## src/hw/rtl/tbmt_pkg.sv

```systemverilog
`default_nettype none
package tbmt_pkg;

  // register data and index
  localparam int CFG_DATA_W = 13;
  localparam int CFG_IDX_W  = 2;

  localparam logic [CFG_IDX_W-1:0] CFG_BATCHES   = 2'd0;
  localparam logic [CFG_IDX_W-1:0] CFG_ROW_TILES = 2'd1;
  localparam logic [CFG_IDX_W-1:0] CFG_COLS      = 2'd2;

  // field and geometry widths, sized for the widest tile shape
  localparam int BATCHES_W = 11;
  localparam int BIDX_W    = 10;
  localparam int RTILES_W  = 8;
  localparam int RTIDX_W   = 7;
  localparam int COLS_W    = 13;
  localparam int FULL_W    = 12;
  localparam int REM_W     = 7;
  localparam int TW_W      = 8;
  localparam int ROWS_W    = 15;
  localparam int CSTEP_W   = 22;
  localparam int BSTEP_W   = 28;
  localparam int DEST_W    = 34;
  localparam int VAL_W     = 32;

  localparam logic CMD_DATA = 1'b0;
  localparam logic CMD_PULL = 1'b1;

  localparam logic [1:0] ST_STORED  = 2'd0;
  localparam logic [1:0] ST_REFUSED = 2'd1;
  localparam logic [1:0] ST_OUT     = 2'd2;
  localparam logic [1:0] ST_EMPTY   = 2'd3;

  typedef struct packed {
    logic             command;
    logic [VAL_W-1:0] value;
  } cmd_t;

  typedef struct packed {
    logic [1:0]        status;
    logic [VAL_W-1:0]  value_res;
    logic [DEST_W-1:0] dest_index;
    logic              last_of_tile;
    logic              last_of_tensor;
  } res_t;

  // tensor geometry handed to the tile walker
  typedef struct packed {
    logic [BATCHES_W-1:0] batches;
    logic [RTILES_W-1:0]  row_tiles;
    logic [FULL_W-1:0]    full_tiles;
    logic [REM_W-1:0]     rem_width;
    logic                 full_zero;
    logic [ROWS_W-1:0]    rows;
    logic [CSTEP_W-1:0]   col_step;
    logic [BSTEP_W-1:0]   batch_step;
    logic                 restart;
    logic                 restart_rem;
  } geom_t;

  // per-request result info, value comes later from the store
  typedef struct packed {
    logic [1:0]        status;
    logic [DEST_W-1:0] dest_index;
    logic              last_of_tile;
    logic              last_of_tensor;
  } meta_t;

endpackage
`default_nettype wire

```

## src/hw/rtl/tbmt_cfg.sv

```systemverilog
`default_nettype none
module tbmt_cfg #(
  parameter int TILE_ROWS = 32,
  parameter int TILE_COLS = 32
) (
  input  wire logic                              clk,
  input  wire logic                              rst,
  input  wire logic                              cfg_we,
  input  wire logic [tbmt_pkg::CFG_IDX_W-1:0]    cfg_index,
  input  wire logic [tbmt_pkg::CFG_DATA_W-1:0]   cfg_data,
  output tbmt_pkg::geom_t                        geom
);

  // reciprocal for cols / TILE_COLS, exact for 13-bit dividends
  localparam int DIV_SHIFT = 20;
  localparam int DIV_MULT  = (2**DIV_SHIFT + TILE_COLS - 1) / TILE_COLS;
  localparam int PROD_W    = tbmt_pkg::COLS_W + DIV_SHIFT;
  localparam logic [tbmt_pkg::FULL_W-1:0] RESET_FULL = tbmt_pkg::FULL_W'(32 / TILE_COLS);
  localparam logic [tbmt_pkg::REM_W-1:0]  RESET_REM  = tbmt_pkg::REM_W'(32 % TILE_COLS);

  logic [tbmt_pkg::BATCHES_W-1:0] batches;
  logic [tbmt_pkg::RTILES_W-1:0]  row_tiles;
  logic [tbmt_pkg::COLS_W-1:0]    cols;
  logic [tbmt_pkg::FULL_W-1:0]    full_tiles;
  logic [tbmt_pkg::REM_W-1:0]     rem_width;
  logic [tbmt_pkg::ROWS_W-1:0]    rows;
  logic [tbmt_pkg::CSTEP_W-1:0]   col_step;
  logic [tbmt_pkg::BSTEP_W-1:0]   batch_step;

  logic [tbmt_pkg::BATCHES_W-1:0] batches_c;
  logic [tbmt_pkg::RTILES_W-1:0]  row_tiles_c;
  logic [tbmt_pkg::COLS_W-1:0]    cols_c;
  logic [PROD_W-1:0]              div_prod;
  logic [tbmt_pkg::FULL_W-1:0]    quot;
  logic [tbmt_pkg::COLS_W-1:0]    quot_x_tile;
  logic [tbmt_pkg::REM_W-1:0]     rem_c;
  logic                           hit;

  // clamp written values into their ranges
  always_comb begin
    if (cfg_data == '0) begin
      batches_c = tbmt_pkg::BATCHES_W'(1);
    end else if (cfg_data > tbmt_pkg::CFG_DATA_W'(1024)) begin
      batches_c = tbmt_pkg::BATCHES_W'(1024);
    end else begin
      batches_c = tbmt_pkg::BATCHES_W'(cfg_data);
    end
    if (cfg_data == '0) begin
      row_tiles_c = tbmt_pkg::RTILES_W'(1);
    end else if (cfg_data > tbmt_pkg::CFG_DATA_W'(128)) begin
      row_tiles_c = tbmt_pkg::RTILES_W'(128);
    end else begin
      row_tiles_c = tbmt_pkg::RTILES_W'(cfg_data);
    end
    if (cfg_data == '0) begin
      cols_c = tbmt_pkg::COLS_W'(1);
    end else if (cfg_data > tbmt_pkg::CFG_DATA_W'(4096)) begin
      cols_c = tbmt_pkg::COLS_W'(4096);
    end else begin
      cols_c = cfg_data;
    end
  end

  assign div_prod    = PROD_W'(cols_c) * PROD_W'(DIV_MULT);
  assign quot        = tbmt_pkg::FULL_W'(div_prod >> DIV_SHIFT);
  assign quot_x_tile = tbmt_pkg::COLS_W'(quot) * tbmt_pkg::COLS_W'(TILE_COLS);
  assign rem_c       = tbmt_pkg::REM_W'(cols_c - quot_x_tile);

  assign hit = cfg_we && (cfg_index == tbmt_pkg::CFG_BATCHES ||
                          cfg_index == tbmt_pkg::CFG_ROW_TILES ||
                          cfg_index == tbmt_pkg::CFG_COLS);

  always_ff @(posedge clk) begin
    if (rst) begin
      batches    <= tbmt_pkg::BATCHES_W'(1);
      row_tiles  <= tbmt_pkg::RTILES_W'(1);
      cols       <= tbmt_pkg::COLS_W'(32);
      full_tiles <= RESET_FULL;
      rem_width  <= RESET_REM;
    end else if (cfg_we) begin
      case (cfg_index)
        tbmt_pkg::CFG_BATCHES: begin
          batches <= batches_c;
        end
        tbmt_pkg::CFG_ROW_TILES: begin
          row_tiles <= row_tiles_c;
        end
        tbmt_pkg::CFG_COLS: begin
          cols       <= cols_c;
          full_tiles <= quot;
          rem_width  <= rem_c;
        end
        default: begin
        end
      endcase
    end
  end

  // rows and step sizes are registered, settling well before the first tile ends
  always_ff @(posedge clk) begin
    rows       <= tbmt_pkg::ROWS_W'(row_tiles) * tbmt_pkg::ROWS_W'(TILE_ROWS);
    col_step   <= tbmt_pkg::CSTEP_W'(rows) * tbmt_pkg::CSTEP_W'(TILE_COLS);
    batch_step <= tbmt_pkg::BSTEP_W'(cols) * tbmt_pkg::BSTEP_W'(rows);
  end

  always_comb begin
    geom.batches     = batches;
    geom.row_tiles   = row_tiles;
    geom.full_tiles  = full_tiles;
    geom.rem_width   = rem_width;
    geom.full_zero   = (full_tiles == '0);
    geom.rows        = rows;
    geom.col_step    = col_step;
    geom.batch_step  = batch_step;
    geom.restart     = hit;
    geom.restart_rem = (cfg_index == tbmt_pkg::CFG_COLS) ?
                       (cols_c < tbmt_pkg::COLS_W'(TILE_COLS)) : (full_tiles == '0);
  end

endmodule
`default_nettype wire

```

## config.mk

```make
export PLATFORM = sky130hd
export DESIGN_NAME = tbmt_cfg
export DESIGN_NICKNAME = d
export VERILOG_FILES = /design/src/hw/rtl/tbmt_pkg.sv /design/src/hw/rtl/tbmt_cfg.sv
export SDC_FILE = /design/constraint.sdc
export NUM_CORES = 1
export LEC_CHECK = 0
export BUFFER_PORTS_ARGS = -buffer_cell sky130_fd_sc_hd__buf_2
export CORE_ASPECT_RATIO = 0.6
export CORE_MARGIN = 4
export CORE_UTILIZATION = 35
export DETAILED_ROUTE_END_ITERATION = 16
export PLACE_DENSITY = 0.67
export SETUP_SLACK_MARGIN = 0.02
export SYNTH_ARGS = -nofsm -noshare
export SYNTH_HDL_FRONTEND = slang
export SYNTH_SLANG_ARGS = --single-unit
```

## constraint.sdc

```tcl
create_clock -name clk -period 5.35 [get_ports clk]
set_clock_uncertainty 0.1 [all_clocks]
set_input_delay 1.3375 -clock clk [delete_from_list [all_inputs] [get_ports clk]]
set_output_delay 1.3375 -clock clk [all_outputs]
set_load 0.05 [all_outputs]
```

Word-level counts from Yosys, hierarchy flattened
Index checks and enable logic that the tools add are counted.
{"block": "word_totals", "ff_bits": 86, "wordCells": 32, "out_inout_bits": 106}
{"block": "classes", "magnitude_cmp": 4, "add_sub_neg": 1, "reduce_logical": 9, "eq_ne": 2, "n_mul": 1, "n_mux": 7}
{"operator": "$mux 13", "n": 2}
{"operator": "$mux 11", "n": 2}
{"operator": "$mul 13x8->21", "n": 1}
{"operator": "$mux 8", "n": 2}
{"operator": "$gt 13x11->1 const B", "n": 1}
{"operator": "$gt 13x13->1 const B", "n": 1}
{"operator": "$gt 13x8->1 const B", "n": 1}
{"operator": "$logic_not 13->1", "n": 1}
{"operator": "$lt 13x6->1 const B", "n": 1}
{"operator": "$logic_not 12->1", "n": 1}
{"operator": "$sub 7x7->7", "n": 1}
{"operator": "$reduce_and 2->1", "n": 3}
{"operator": "$eq 2x1->1 const B", "n": 1}
{"operator": "$eq 2x2->1 const B", "n": 1}
{"operator": "$logic_not 2->1", "n": 1}
{"operator": "$logic_or 1x1->1", "n": 2}
{"operator": "$logic_and 1x1->1", "n": 1}
{"operator": "$mux 1", "n": 1}

Longest topological paths before layout
{"block": "logic_depth", "depth_word": 5, "depth_mapped": 18}

Worst setup path after synthesis
No wires, ideal clock.
{"block": "synth_path", "path_type": "input to output", "startpoint": "input port cfg_data[12] (netlist bit)", "endpoint": "output port geom[0] (netlist bit)", "n_path_buf": 1, "required_time_ns": 3.913, "arrival_ns": 3.453, "slack_ns": 0.459, "path_stages": 4, "path_cell_list": "buf_2 nor3_1 nand2_1 o41ai_1"}
{"element": "start: declaration", "line": "tbmt_cfg.sv:10", "text": "input wire logic [tbmt_pkg::CFG_DATA_W-1:0] cfg_data,"}
{"element": "end: declaration", "line": "tbmt_cfg.sv:11", "text": "output tbmt_pkg::geom_t geom"}

Worst setup path after layout
{"block": "layout_path", "startpoint": "register rows[10] (netlist bit)", "endpoint": "register batch_step[24] (netlist bit)"}
{"block": "layout_between", "elab_chain_cells": 1}
{"element": "start: declaration", "line": "tbmt_cfg.sv:26", "text": "logic [tbmt_pkg::ROWS_W-1:0] rows;"}
{"element": "start signal: assignment", "line": "tbmt_cfg.sv:101", "text": "rows <= tbmt_pkg::ROWS_W'(row_tiles) * tbmt_pkg::ROWS_W'(TILE_ROWS);"}
{"element": "$mul 13x8->21", "line": "tbmt_cfg.sv:103", "text": "batch_step <= tbmt_pkg::BSTEP_W'(cols) * tbmt_pkg::BSTEP_W'(rows);"}
{"element": "end signal: assignment", "line": "tbmt_cfg.sv:103"}
{"element": "end: declaration", "line": "tbmt_cfg.sv:28", "text": "logic [tbmt_pkg::BSTEP_W-1:0] batch_step;"}
No other way between the ends.
A chain may end at the register's enable or synchronous reset.

==> flow_summary.toml <==
[synth]
synth_area_leaders = "dfxtp_1 (24%), fa_1 (23%), and2_1 (9.1%), ha_1 (8.9%), inv_1 (5.6%)"
synth.distinct_cells = 54
netlist_area_mm2 = 0.00578
yosysWarnings = 0
async_flop_share = 0
muxShareOfSynthArea = 0.00173
avgSynthCellArea_um2 = 9.22
synth_flop_cell = "dfxtp_1"
ys_seq_area_frac = 0.239
netlist.area_leader.share = 0.239
netlist_instances = 627
synth_edf_count = 0
yosys.area_share.simple = 0.197
ys_seq_elements = 69
synth-compound-area-share = 0.106
yosys.area.top_type = "dfxtp_1"
synth_top_family_by_area = "adder cells"
synth-adder-area-share = 0.317
synth_xor_area_frac = 0.0212

[routing]
vias = 4413
ant_nets = 0
drt_iter0_drc = 295
routed_wl_um = 13400
drt-wirelength-per-cell_um = 14.6
via_per_inst = 4.80
drc = 0
dr.pass1.iters = 5

[finish]
drive_gt1_frac = 0.175
multi_input_area_mm2 = 0.00385
syn2layout_area_growth_pct = 13.8
seqCellArea_mm2 = 0.00138
fin_cells = 919
antenna_cells = 0
fillCellCount = 1635
final_nets = 830

[setup_path]
worstPathArrival_ps = 5200
crit_buf_inv = 2
crit_type = "flip-flop to flip-flop"
cp_slowest_cell = "dfxtp_1"
end_kind = "flip-flop"
cp_top_family = "adder cells"
critical-path-max-stage-delay_ps = 710
start_kind = "flip-flop"
crit_chain = "and2_1 > fa_1 > fa_1 > fa_1 > inv_1 > fa_1 > inv_1 > ha_1 > a21oi_2 > nand2_1 > a21o_1 > a311o_1 > a31oi_1 > xnor2_1"
rr_worst_depth = 14
crit_top_cell = "fa_1"
critPathRequiredTime_ps = 5520
critical_path_depth = 14
path_max_fanout = 15

[pwr]
total_power_mw = 1.32
ir_worst_vdd_mv = 0.163
power_density_mw_per_mm2 = 200
p_leak_nw = 3.41

[die]
die_h_um = 108
ios = 124
rows = 36
die_x_um = 174
core-area_mm2 = 0.0162
start_util = 0.356
dieArea_mm2 = 0.0187

[timing]
hold_viol = 0
tightest_slew_ps = 770
period_share = 0.939
timing.final.ws_setup_ps = 326
whs_ps = 273
finalSetupViolations = 0
rsz0062_at_grt = "no"
slew_headroom = 0.485
slew_viol_final = 0
finalCriticalPeriod_ps = 5020
max_freq_ghz = 0.199
setup_tns_ps = 0

[cts]
numCtsBuffers = 9
clk_latency_ps = 340
cts_tree = "built"
post_cts_buffers = 0
root_buffer = "clkbuf_16"
clkSlewWorstSetupHoldPaths_ps = 70
post_cts_resized = 0
cts.sink_count = 69
htree_levels = 3
ctsLongestPathBuffers = 2
ctsHoldBuffers = 0

[placed_design]
gp_congestion = 0.827
place_ws_ps = 480
dp_hpwl_um = 10600
dp_cells = 903
port_buffers = 89

[run_status]
status = "finished, final reports clean"

[worst_hold_path]
hold_depth = 0
hold_class = "flip-flop to flip-flop"

[global_route]
grt_usage = 0.145
grt_max_degree = 33
antenna_found_initial = 0
grt_pass1_vias = 4130
grt_pass1_wl_um = 21800
grt.overflow.total = 0

[job]
drv_cap = 0
final timing paths:
check | startpoint | slack [ps] | end
worst max-delay path | rows[10] | 330 | batch_step[24]
worst min-delay path | row_tiles[3] | 270 | rows[8]
worst max register to register | rows[10] | 330 | batch_step[24]
worst min register to register | row_tiles[3] | 270 | rows[8]
layout by cell type, fill, tap and decap left out, types with 6 or more instances in the layout:
cell type	Yosys	final
a21o_1	7	7
a21oi_1	23	23
a22oi_1	16	16
and2_1	84	84
buf_2	2	89
clkbuf_16	0	9
conb_1	1	34
dfxtp_1	69	69
fa_1	66	66
ha_1	41	41
inv_1	87	87
nand2_1	43	43
nand3_1	8	8
nand3b_1	6	6
nor2_1	33	33
nor3_1	7	7
o21ai_0	9	9
xnor2_1	9	9
synth_stat cells, types with 2 or more instances:
cell type   n
nand3_1     8
and3_1      5
or3_1       2
nor2_1     33
a31oi_1     3
buf_2       2
buf_4      35
nand2_1    43
o21ai_0     9
inv_1      87
and2_1     84
xor2_1      5
nor2b_1     2
a21o_1      7
a21oi_1    23
a311o_1     2
nand4_1     2
nand2b_1    2
ha_1       41
a22oi_1    16
o21bai_1    3
o21a_1      4
or4_1       2
nor3_1      7
nand3b_1    6
a211oi_1    5
dfxtp_1    69
xnor2_1     9
fa_1       66
clkbuf_1   20
and3_2      2
metal layers:
layer,track usage,vias up,wire length [µm],share of wire
li1,-,2103,-,-
met1,0.229,2128,6770,0.50
met2,0.190,169,5390,0.40
met3,0.0435,13,1150,0.085
met4,0.0333,0,130,0.0097
met5,0,-,0,0
registers in the layout (all words and copies together), names as in the netlist:
name,cells
batch_step,21
rows,8
row_tiles,8
batches,11
cols,13
col_step,8
per-stage QoR:
stage | utilization | area (µm²)
4_1_cts | 0.406 | 6580
3_3_place_gp | 0.387 | 6280
6_report | 0.406 | 6580
5_1_grt | 0.406 | 6580
2_1_floorplan | - | 5900
3_5_place_dp | 0.387 | 6280
final cells by class:
type                    instances  area share
repair buffers                 91      0.0700
flip-flops and latches         69       0.210
clock inverters                 7      0.0112
clock buffers                   9      0.0342
inverters                      87      0.0496
well taps                     209      0.0398
multi-input cells             447       0.585
cell families after synthesis:
logic type	after synthesis
simple gates	207
buf+inv	144
fa+ha+maj	107
compound gates	84
flops	69
xor+xnor	14
other cells	1
mux	1
power breakdown:
part | switching (mW) | leakage, nW | internal [mW]
combinational | 0.136 | 2.70 | 0.0304
clock | 0.251 | 0.146 | 0.363
sequential | 0.0129 | 0.559 | 0.524
total | 0.400 | 3.41 | 0.917
Note: power is estimated with default switching activity, not from simulation.
