[config.mk]
export PLATFORM = sky130hd
export DESIGN_NAME = tbmt_walk
export DESIGN_NICKNAME = d
export VERILOG_FILES = /design/src/hw/rtl/tbmt_pkg.sv /design/src/hw/rtl/tbmt_walk.sv
export SDC_FILE = /design/constraint.sdc
export NUM_CORES = 1
export LEC_CHECK = 0
export ABC_AREA = 1
export BUFFER_PORTS_ARGS = -buffer_cell sky130_fd_sc_hd__buf_2
export CAP_MARGIN = 20
export CORE_MARGIN = 2
export CORE_UTILIZATION = 45
export CTS_BUF_LIST = sky130_fd_sc_hd__clkbuf_2 sky130_fd_sc_hd__clkbuf_4 sky130_fd_sc_hd__clkbuf_8
export CTS_CLUSTER_DIAMETER = 50
export DETAILED_ROUTE_END_ITERATION = 12
export PLACE_DENSITY = 0.76
export REMOVE_ABC_BUFFERS = 1
export SLEW_MARGIN = 10
export SYNTH_ARGS = -nofsm -noshare
export SYNTH_HDL_FRONTEND = slang
export SYNTH_SLANG_ARGS = --single-unit
[constraint.sdc]
create_clock -name clk -period 3.65 [get_ports clk]
set_input_delay 0.365 -clock clk [delete_from_list [all_inputs] [get_ports clk]]
set_output_delay 0.365 -clock clk [all_outputs]
set_load 0.005 [all_outputs]
[src/hw/rtl/tbmt_pkg.sv]
`default_nettype none
package tbmt_pkg;

  // register data and index
  localparam int CFG_DATA_W = 13;
  localparam int CFG_IDX_W  = 2;

  localparam logic [CFG_IDX_W-1:0] CFG_BATCHES   = 2'd0;
  localparam logic [CFG_IDX_W-1:0] CFG_ROW_TILES = 2'd1;
  localparam logic [CFG_IDX_W-1:0] CFG_COLS      = 2'd2;

  // field and geometry widths, sized for the widest tile shape
  localparam int BATCHES_W = 11;
  localparam int BIDX_W    = 10;
  localparam int RTILES_W  = 8;
  localparam int RTIDX_W   = 7;
  localparam int COLS_W    = 13;
  localparam int FULL_W    = 12;
  localparam int REM_W     = 7;
  localparam int TW_W      = 8;
  localparam int ROWS_W    = 15;
  localparam int CSTEP_W   = 22;
  localparam int BSTEP_W   = 28;
  localparam int DEST_W    = 34;
  localparam int VAL_W     = 32;

  localparam logic CMD_DATA = 1'b0;
  localparam logic CMD_PULL = 1'b1;

  localparam logic [1:0] ST_STORED  = 2'd0;
  localparam logic [1:0] ST_REFUSED = 2'd1;
  localparam logic [1:0] ST_OUT     = 2'd2;
  localparam logic [1:0] ST_EMPTY   = 2'd3;

  typedef struct packed {
    logic             command;
    logic [VAL_W-1:0] value;
  } cmd_t;

  typedef struct packed {
    logic [1:0]        status;
    logic [VAL_W-1:0]  value_res;
    logic [DEST_W-1:0] dest_index;
    logic              last_of_tile;
    logic              last_of_tensor;
  } res_t;

  // tensor geometry handed to the tile walker
  typedef struct packed {
    logic [BATCHES_W-1:0] batches;
    logic [RTILES_W-1:0]  row_tiles;
    logic [FULL_W-1:0]    full_tiles;
    logic [REM_W-1:0]     rem_width;
    logic                 full_zero;
    logic [ROWS_W-1:0]    rows;
    logic [CSTEP_W-1:0]   col_step;
    logic [BSTEP_W-1:0]   batch_step;
    logic                 restart;
    logic                 restart_rem;
  } geom_t;

  // per-request result info, value comes later from the store
  typedef struct packed {
    logic [1:0]        status;
    logic [DEST_W-1:0] dest_index;
    logic              last_of_tile;
    logic              last_of_tensor;
  } meta_t;

endpackage
`default_nettype wire

[src/hw/rtl/tbmt_walk.sv]
`default_nettype none
module tbmt_walk #(
  parameter int TILE_ROWS = 32,
  parameter int TILE_COLS = 32,
  parameter int WORD_BITS = 32
) (
  input  wire logic                                     clk,
  input  wire logic                                     rst,
  input  wire tbmt_pkg::geom_t                          geom,
  input  wire logic                                     accept,
  input  wire tbmt_pkg::cmd_t                           cmd,
  output logic                                          ram_we,
  output logic                                          ram_re,
  output logic [$clog2(TILE_ROWS*TILE_COLS)-1:0]        ram_addr,
  output logic [WORD_BITS-1:0]                          ram_wdata,
  output tbmt_pkg::meta_t                               meta
);

  localparam int RW = $clog2(TILE_ROWS);
  localparam int CW = $clog2(TILE_COLS);
  localparam int AW = $clog2(TILE_ROWS*TILE_COLS);
  localparam int DW = tbmt_pkg::DEST_W;

  localparam logic RESET_REM = (32 < TILE_COLS);

  logic                          draining, draining_next;
  logic                          rem_pass, rem_pass_next;
  logic [tbmt_pkg::BIDX_W-1:0]   batch_idx, batch_idx_next;
  logic [tbmt_pkg::FULL_W-1:0]   col_tile_idx, col_tile_idx_next;
  logic [tbmt_pkg::RTIDX_W-1:0]  row_tile_idx, row_tile_idx_next;
  logic [RW-1:0]                 in_row, in_row_next;
  logic [CW-1:0]                 in_col, in_col_next;
  logic [DW-1:0]                 batch_base, batch_base_next;
  logic [DW-1:0]                 col_base, col_base_next;
  logic [DW-1:0]                 col_off, col_off_next;
  logic [tbmt_pkg::ROWS_W-1:0]   row_off, row_off_next;

  logic [tbmt_pkg::TW_W-1:0]     width;
  logic [tbmt_pkg::TW_W-1:0]     col_inc;
  logic                          row_end;
  logic                          col_end;

  assign width    = rem_pass ? tbmt_pkg::TW_W'(geom.rem_width) : tbmt_pkg::TW_W'(TILE_COLS);
  assign col_inc  = tbmt_pkg::TW_W'(in_col) + tbmt_pkg::TW_W'(1);
  assign col_end  = (col_inc >= width);
  assign row_end  = (in_row == RW'(TILE_ROWS - 1));
  assign ram_addr = AW'(in_row) * AW'(TILE_COLS) + AW'(in_col);
  assign ram_wdata = WORD_BITS'(cmd.value);

  always_comb begin
    draining_next     = draining;
    rem_pass_next     = rem_pass;
    batch_idx_next    = batch_idx;
    col_tile_idx_next = col_tile_idx;
    row_tile_idx_next = row_tile_idx;
    in_row_next       = in_row;
    in_col_next       = in_col;
    batch_base_next   = batch_base;
    col_base_next     = col_base;
    col_off_next      = col_off;
    row_off_next      = row_off;
    ram_we            = 1'b0;
    ram_re            = 1'b0;
    meta.status         = tbmt_pkg::ST_STORED;
    meta.dest_index     = '0;
    meta.last_of_tile   = 1'b0;
    meta.last_of_tensor = 1'b0;

    if (cmd.command == tbmt_pkg::CMD_DATA) begin
      if (draining) begin
        meta.status = tbmt_pkg::ST_REFUSED;
      end else begin
        meta.status = tbmt_pkg::ST_STORED;
        ram_we      = accept;
        if (col_end) begin
          in_col_next = '0;
          if (row_end) begin
            in_row_next   = '0;
            draining_next = 1'b1;
          end else begin
            in_row_next = in_row + RW'(1);
          end
        end else begin
          in_col_next = in_col + CW'(1);
        end
      end
    end else if (!draining) begin
      meta.status = tbmt_pkg::ST_EMPTY;
    end else begin
      meta.status     = tbmt_pkg::ST_OUT;
      ram_re          = accept;
      meta.dest_index = batch_base + col_base + col_off +
                        DW'(row_off + tbmt_pkg::ROWS_W'(in_row));
      if (row_end) begin
        in_row_next  = '0;
        col_off_next = col_off + DW'(geom.rows);
        if (col_end) begin
          in_col_next       = '0;
          col_off_next      = '0;
          draining_next     = 1'b0;
          meta.last_of_tile = 1'b1;
          // advance to the next tile
          if (tbmt_pkg::RTILES_W'(row_tile_idx) + tbmt_pkg::RTILES_W'(1) < geom.row_tiles)
          begin
            row_tile_idx_next = row_tile_idx + tbmt_pkg::RTIDX_W'(1);
            row_off_next      = row_off + tbmt_pkg::ROWS_W'(TILE_ROWS);
          end else begin
            row_tile_idx_next = '0;
            row_off_next      = '0;
            if (!rem_pass && (col_tile_idx + tbmt_pkg::FULL_W'(1) < geom.full_tiles)) begin
              col_tile_idx_next = col_tile_idx + tbmt_pkg::FULL_W'(1);
              col_base_next     = col_base + DW'(geom.col_step);
            end else begin
              col_tile_idx_next = '0;
              if (!rem_pass) begin
                col_base_next = '0;
              end
              if (tbmt_pkg::BATCHES_W'(batch_idx) + tbmt_pkg::BATCHES_W'(1) < geom.batches)
              begin
                batch_idx_next  = batch_idx + tbmt_pkg::BIDX_W'(1);
                batch_base_next = batch_base + DW'(geom.batch_step);
              end else begin
                batch_idx_next  = '0;
                batch_base_next = '0;
                if (!rem_pass && geom.rem_width != '0) begin
                  // remainder tiles start right after the last full column tile
                  rem_pass_next = 1'b1;
                  col_base_next = col_base + DW'(geom.col_step);
                end else begin
                  rem_pass_next       = geom.full_zero;
                  col_base_next       = '0;
                  meta.last_of_tensor = 1'b1;
                end
              end
            end
          end
        end else begin
          in_col_next = in_col + CW'(1);
        end
      end else begin
        in_row_next = in_row + RW'(1);
      end
    end
  end

  always_ff @(posedge clk) begin
    if (rst) begin
      draining     <= 1'b0;
      rem_pass     <= RESET_REM;
      batch_idx    <= '0;
      col_tile_idx <= '0;
      row_tile_idx <= '0;
      in_row       <= '0;
      in_col       <= '0;
      batch_base   <= '0;
      col_base     <= '0;
      col_off      <= '0;
      row_off      <= '0;
    end else if (geom.restart) begin
      draining     <= 1'b0;
      rem_pass     <= geom.restart_rem;
      batch_idx    <= '0;
      col_tile_idx <= '0;
      row_tile_idx <= '0;
      in_row       <= '0;
      in_col       <= '0;
      batch_base   <= '0;
      col_base     <= '0;
      col_off      <= '0;
      row_off      <= '0;
    end else if (accept) begin
      draining     <= draining_next;
      rem_pass     <= rem_pass_next;
      batch_idx    <= batch_idx_next;
      col_tile_idx <= col_tile_idx_next;
      row_tile_idx <= row_tile_idx_next;
      in_row       <= in_row_next;
      in_col       <= in_col_next;
      batch_base   <= batch_base_next;
      col_base     <= col_base_next;
      col_off      <= col_off_next;
      row_off      <= row_off_next;
    end
  end

endmodule
`default_nettype wire

Word level (Yosys, flattened, before mapping)
Cells that the tools add are included.
{"block": "op_classes", "eq_ne": 8, "reduce_logical": 19, "n_bitwise": 2, "n_mux": 53, "addsub": 17, "magnitude_cmp": 4}
{"op": "34-bit 2-to-1 mux", "count": 6}
{"op": "36-bit 2-to-1 mux", "count": 2}
{"op": "34-bit adder", "count": 2}
{"op": "5-bit 2-to-1 mux", "count": 10}
{"op": "34-bit by 15-bit adder with 34-bit output", "count": 1}
{"op": "34-bit by 16-bit adder with 34-bit output", "count": 1}
{"op": "34-bit by 22-bit adder with 34-bit output", "count": 1}
{"op": "34-bit by 28-bit adder with 34-bit output", "count": 1}
{"op": "1-bit 2-to-1 mux", "count": 27}
{"op": "15-bit by 5-bit adder with 16-bit output", "count": 1}
{"op": "15-bit by 6-bit adder with 15-bit output, second input constant", "count": 1}
{"op": "15-bit 2-to-1 mux", "count": 1}
{"op": "7-bit 2-to-1 mux", "count": 2}
{"op": "7-bit AND reduction", "count": 2}
{"op": "12-bit by 1-bit adder with 12-bit output, second input constant", "count": 1}
{"op": "12-bit less-than comparator", "count": 1}
{"op": "12-bit 2-to-1 mux", "count": 1}
{"op": "4-bit AND reduction", "count": 3}
{"op": "2-bit nonzero test", "count": 6}
{"op": "10-bit by 1-bit adder with 11-bit output, second input constant", "count": 1}
{"op": "11-bit less-than comparator", "count": 1}
{"op": "10-bit by 1-bit adder with 10-bit output, second input constant", "count": 1}
{"op": "10-bit by 5-bit adder with 10-bit output", "count": 1}
{"op": "5-bit by 1-bit adder with 5-bit output, second input constant", "count": 2}
{"op": "other kinds (19)", "count": 27}
{"block": "totals", "ff_bits": 158, "wordCells": 114, "output_inout_bits": 82}

Longest topological paths before layout
{"block": "depth", "depth_word": 12, "depth_mapped": 22, "depth_no_buf": 21}

Worst setup path after synthesis
Ideal clock, no wire load.
{"block": "synth_timing", "path_type": "register to output", "start": "reg in_row[2]", "end": "out meta[27] in the netlist's numbering", "n_path_buf": 0, "arrival_time_ns": 3.139, "stages_incl_launch_ff": 19, "setup_slack_ns": 0.146, "cell_sequence": "dfxtp_1 -> inv_1 -> fa_1 -> inv_1 -> fa_1 -> ha_1 -> fa_1 -> nand2_1 -> nand2_1 -> o21a_1 -> nand2_1 -> nand2_1 -> nand2_1 -> nand2_1 -> a21oi_1 -> inv_1 -> nand2_1 -> inv_1 -> nor2_1"}
{"item": "start, declared", "line_no": "tbmt_walk.sv:31", "text": "logic [RW-1:0] in_row, in_row_next;"}
{"item": "start signal, assigned", "line_no": "tbmt_walk.sv:177", "text": "in_row <= in_row_next;"}
{"item": "end, declared", "line_no": "tbmt_walk.sv:16", "text": "output tbmt_pkg::meta_t meta"}

==> impl_metrics.ini <==
[status]
status = finished with violations
violations = negative setup slack

[worst_setup_path]
worstPathArrival_ns = 3.78
crit_type = reg -> out
crit_required_ns = 3.28
worstPathMaxFanout = 4
end_kind = output pin
max_stage_delay_ns = 0.55
slowest_stage = fa_1
start_kind = register
crit_chain = inv_2, fa_1, inv_1, fa_1, ha_4, ha_4, a21oi_4, o21a_1, nor2_1, o21bai_1, nand3_2, o21ai_1, nor2_4, buf_2

[sta]
finalHoldViolCount = 0
tightest_slew_ns = 0.851
fin_skew_ns = 0.0272
relSlewSlack = 0.432
tns_ns = -10.31
hold_slack_ns = 0.0552
period_minus_slack_ns = 4.14
setup_violations = 29
period_share = 1.14
rsz0062_at_grt = true
max_freq_ghz = 0.241
worst_slack_ns = -0.493
report.final.slew_viol_count = 0

[placement]
dp_hpwl_mm = 43.9
portBuffers = 159
placed_cell_area_um2 = 18400
gp_congestion = 0.975

[clock_network]
clk_pin_slew_ns = 0.12
cts_buffers = 17
clockRootBuffer = clkbuf_8
clk_path_buf_depth = 2
cts_tree = done
cts_sinks = 153
h-tree-depth = 4
worst_skew_pair.late_latency_ns = 0.51

[floorplanning]
die_height_um = 196
fp.dieArea_um2 = 38600
coreArea_um2 = 36500
rows = 70
fp.dieW_um = 196
pin_count = 224
start_util = 0.456

[synth]
async_flop_share = 0
avgSynthCellArea_um2 = 6.29
synth_top_family_by_area = simple AND/OR/NAND/NOR gates
ys.flop_type = dfxtp_1
yosysTopAreaCell = dfxtp_1
synthAdderAreaFrac = 0.205
synthMuxAreaShare = 0
synth_cell_type_count = 50
synth-compound-area-share = 0.110
seq_area_frac_synth = 0.184
netlist_area_um2 = 16700
synth_cells = 2652
synth-edff-count = 0
synthTopCellsByArea = dfxtp_1 18%, nand2_1 18%, ha_1 14%
yosys_register_bits = 153
yosys.area_share.xor_xnor = 0.0357
yosysWarnings = 0
synth-simple-area-share = 0.343
synth_top_cell_area_share = 0.184

[detailed_routing]
drtIter0Drc = 1591
vias_per_cell = 5.34
wl_per_cell_um = 16.7
final_antenna_net_count = 0
routed_wl_mm = 56.1
vias = 17965
drtPass1Iterations = 6
drc_errors = 0

[global_routing]
grt_use_total = 0.284
antenna_found_initial = 0
overflow = 0
grt_pass1_vias = 17087
grt_max_degree = 49
grt_pass1_wl_mm = 86.9

[power]
p_per_area_nw_per_um2 = 179
power_leakage_uw = 0.0103
design_power_total_uw = 3600
vdd.ir_drop.worst_mv = 0.186

[layout]
diodes = 0
fin_nets = 3270
fillers = 3446
fin_area_um2 = 20100
synthToLayoutAreaGrowth_pct = 20.7
finish.utilization = 0.551
drive_gt1_frac = 0.209

[flow_run]
drv_cap = 0

[hold_path]
hold_class = in -> reg
## registers in the layout, indices dropped and copies added (netlist names), 5 cells and up
signal and count:
batch_base 34, batch_idx 10, col_base 34, col_off 34, col_tile_idx 12, in_col 5
in_row 5, row_off 10, row_tile_idx 7
## repair_timing
action | in CTS | in global routing
resized for setup | 218 | 96
setup buffers | 12 | 10
pin swaps | 73 | 52
hold buffers | 0 | 0
setup endpoints to repair | 31 | 45
## critical path, delay by kind of cell (launching register included)
family	cells	cell delay, ns
compound gates	4	0.84
fa+ha+maj	4	1.56
buf+inv	3	0.23
flops	1	0.38
simple gates	3	0.24
## cells in the final DEF (no fill, tap or decap), types with 10 or more instances in the layout
cell type | netlist | routed
nor2_4 | 2 | 10
nor3_1 | 41 | 33
o21bai_1 | 14 | 13
ha_4 | 0 | 32
inv_1 | 412 | 388
o21ai_0 | 68 | 46
a21oi_1 | 235 | 209
nand2_1 | 781 | 744
dfxtp_2 | 0 | 62
dfxtp_1 | 153 | 91
nand2_4 | 2 | 18
or2_2 | 17 | 17
buf_4 | 36 | 120
a21oi_2 | 1 | 25
o21ai_1 | 1 | 14
buf_2 | 9 | 159
nand4_1 | 35 | 35
clkbuf_8 | 0 | 18
xor2_1 | 54 | 54
ha_1 | 191 | 151
nor2_1 | 276 | 258
inv_2 | 1 | 23
nand2_2 | 7 | 28
fa_1 | 51 | 49
nor2_2 | 3 | 13
nand3b_1 | 19 | 19
xnor2_1 | 14 | 13
nand3_1 | 144 | 134
## cell families after synthesis
family          after synthesis
buf+inv                     486
other cells                   1
fa+ha+maj                   242
xor+xnor                     68
flops                       153
compound gates              345
simple gates               1357
## power by group
group	total, µW	leakage [µW]	internal [µW]	switching, µW
logic	366	0.00877	136	230
clock network	1570	0.000228	728	839
registers	1670	0.00126	1670	3.09
total	3600	0.0103	2530	1070
## final timing paths
kind                            slack, ns             to  cells after the start             from
worst min-delay path                 0.06       rem_pass                      2              rst
worst max-delay path                -0.49       meta[28]                     14     col_base[13]
worst max register to register       0.14  batch_base[2]                     20  col_tile_idx[0]
worst min register to register       0.49    col_base[4]                      2      col_base[4]
## stage by stage
stage                     std cells  worst slack, ns
after detailed placement       3315          -0.0482
after global routing           3367           -0.628
after CTS                      3358           -0.311
after global placement         3315          -0.0245
after floorplan                2581            0.146
final                          3367           -0.493
## synth_stat cells (2+ instances only)
| library cell | number |
|---|---|
| a22oi_1 | 3 |
| inv_1 | 412 |
| nor2_1 | 276 |
| fa_1 | 51 |
| a21o_1 | 5 |
| nand3_4 | 2 |
| nand3_1 | 144 |
| nand4_1 | 35 |
| nand3b_1 | 19 |
| a21oi_1 | 235 |
| nand2_2 | 7 |
| xnor2_1 | 14 |
| nand2_1 | 781 |
| o21a_1 | 8 |
| nand3_2 | 2 |
| clkbuf_1 | 17 |
| nor2_4 | 2 |
| o21ai_0 | 68 |
| nand2_4 | 2 |
| buf_2 | 9 |
| o21bai_1 | 14 |
| dfxtp_1 | 153 |
| buf_6 | 9 |
| and3_1 | 2 |
| xor2_1 | 54 |
| and2_1 | 5 |
| or2_2 | 17 |
| a21boi_0 | 3 |
| nor4_1 | 4 |
| buf_4 | 36 |
| a211oi_1 | 3 |
| ha_1 | 191 |
| nor3b_1 | 10 |
| nor2_2 | 3 |
| nor3_1 | 41 |
## metal layers
metal  vias up  GRT usage  share of wire
met2       719      0.461           0.45
met4         0      0.102          0.036
met1      8254      0.382           0.44
met5         -    0.00128              0
li1       8877          -              -
met3       115     0.0464          0.074
## area by class of cell
type | count | area (µm²) | area share
repair buffers | 286 | 1780 | 0.0887
multi-input cells | 2013 | 12600 | 0.626
clock buffers | 18 | 248 | 0.0123
clock inverters | 14 | 201 | 0.0100
inverters | 415 | 1570 | 0.0780
flip-flops and latches | 153 | 3140 | 0.156
well taps | 468 | 586 | 0.0291
No activity file was read; power rests on OpenSTA's default activity.
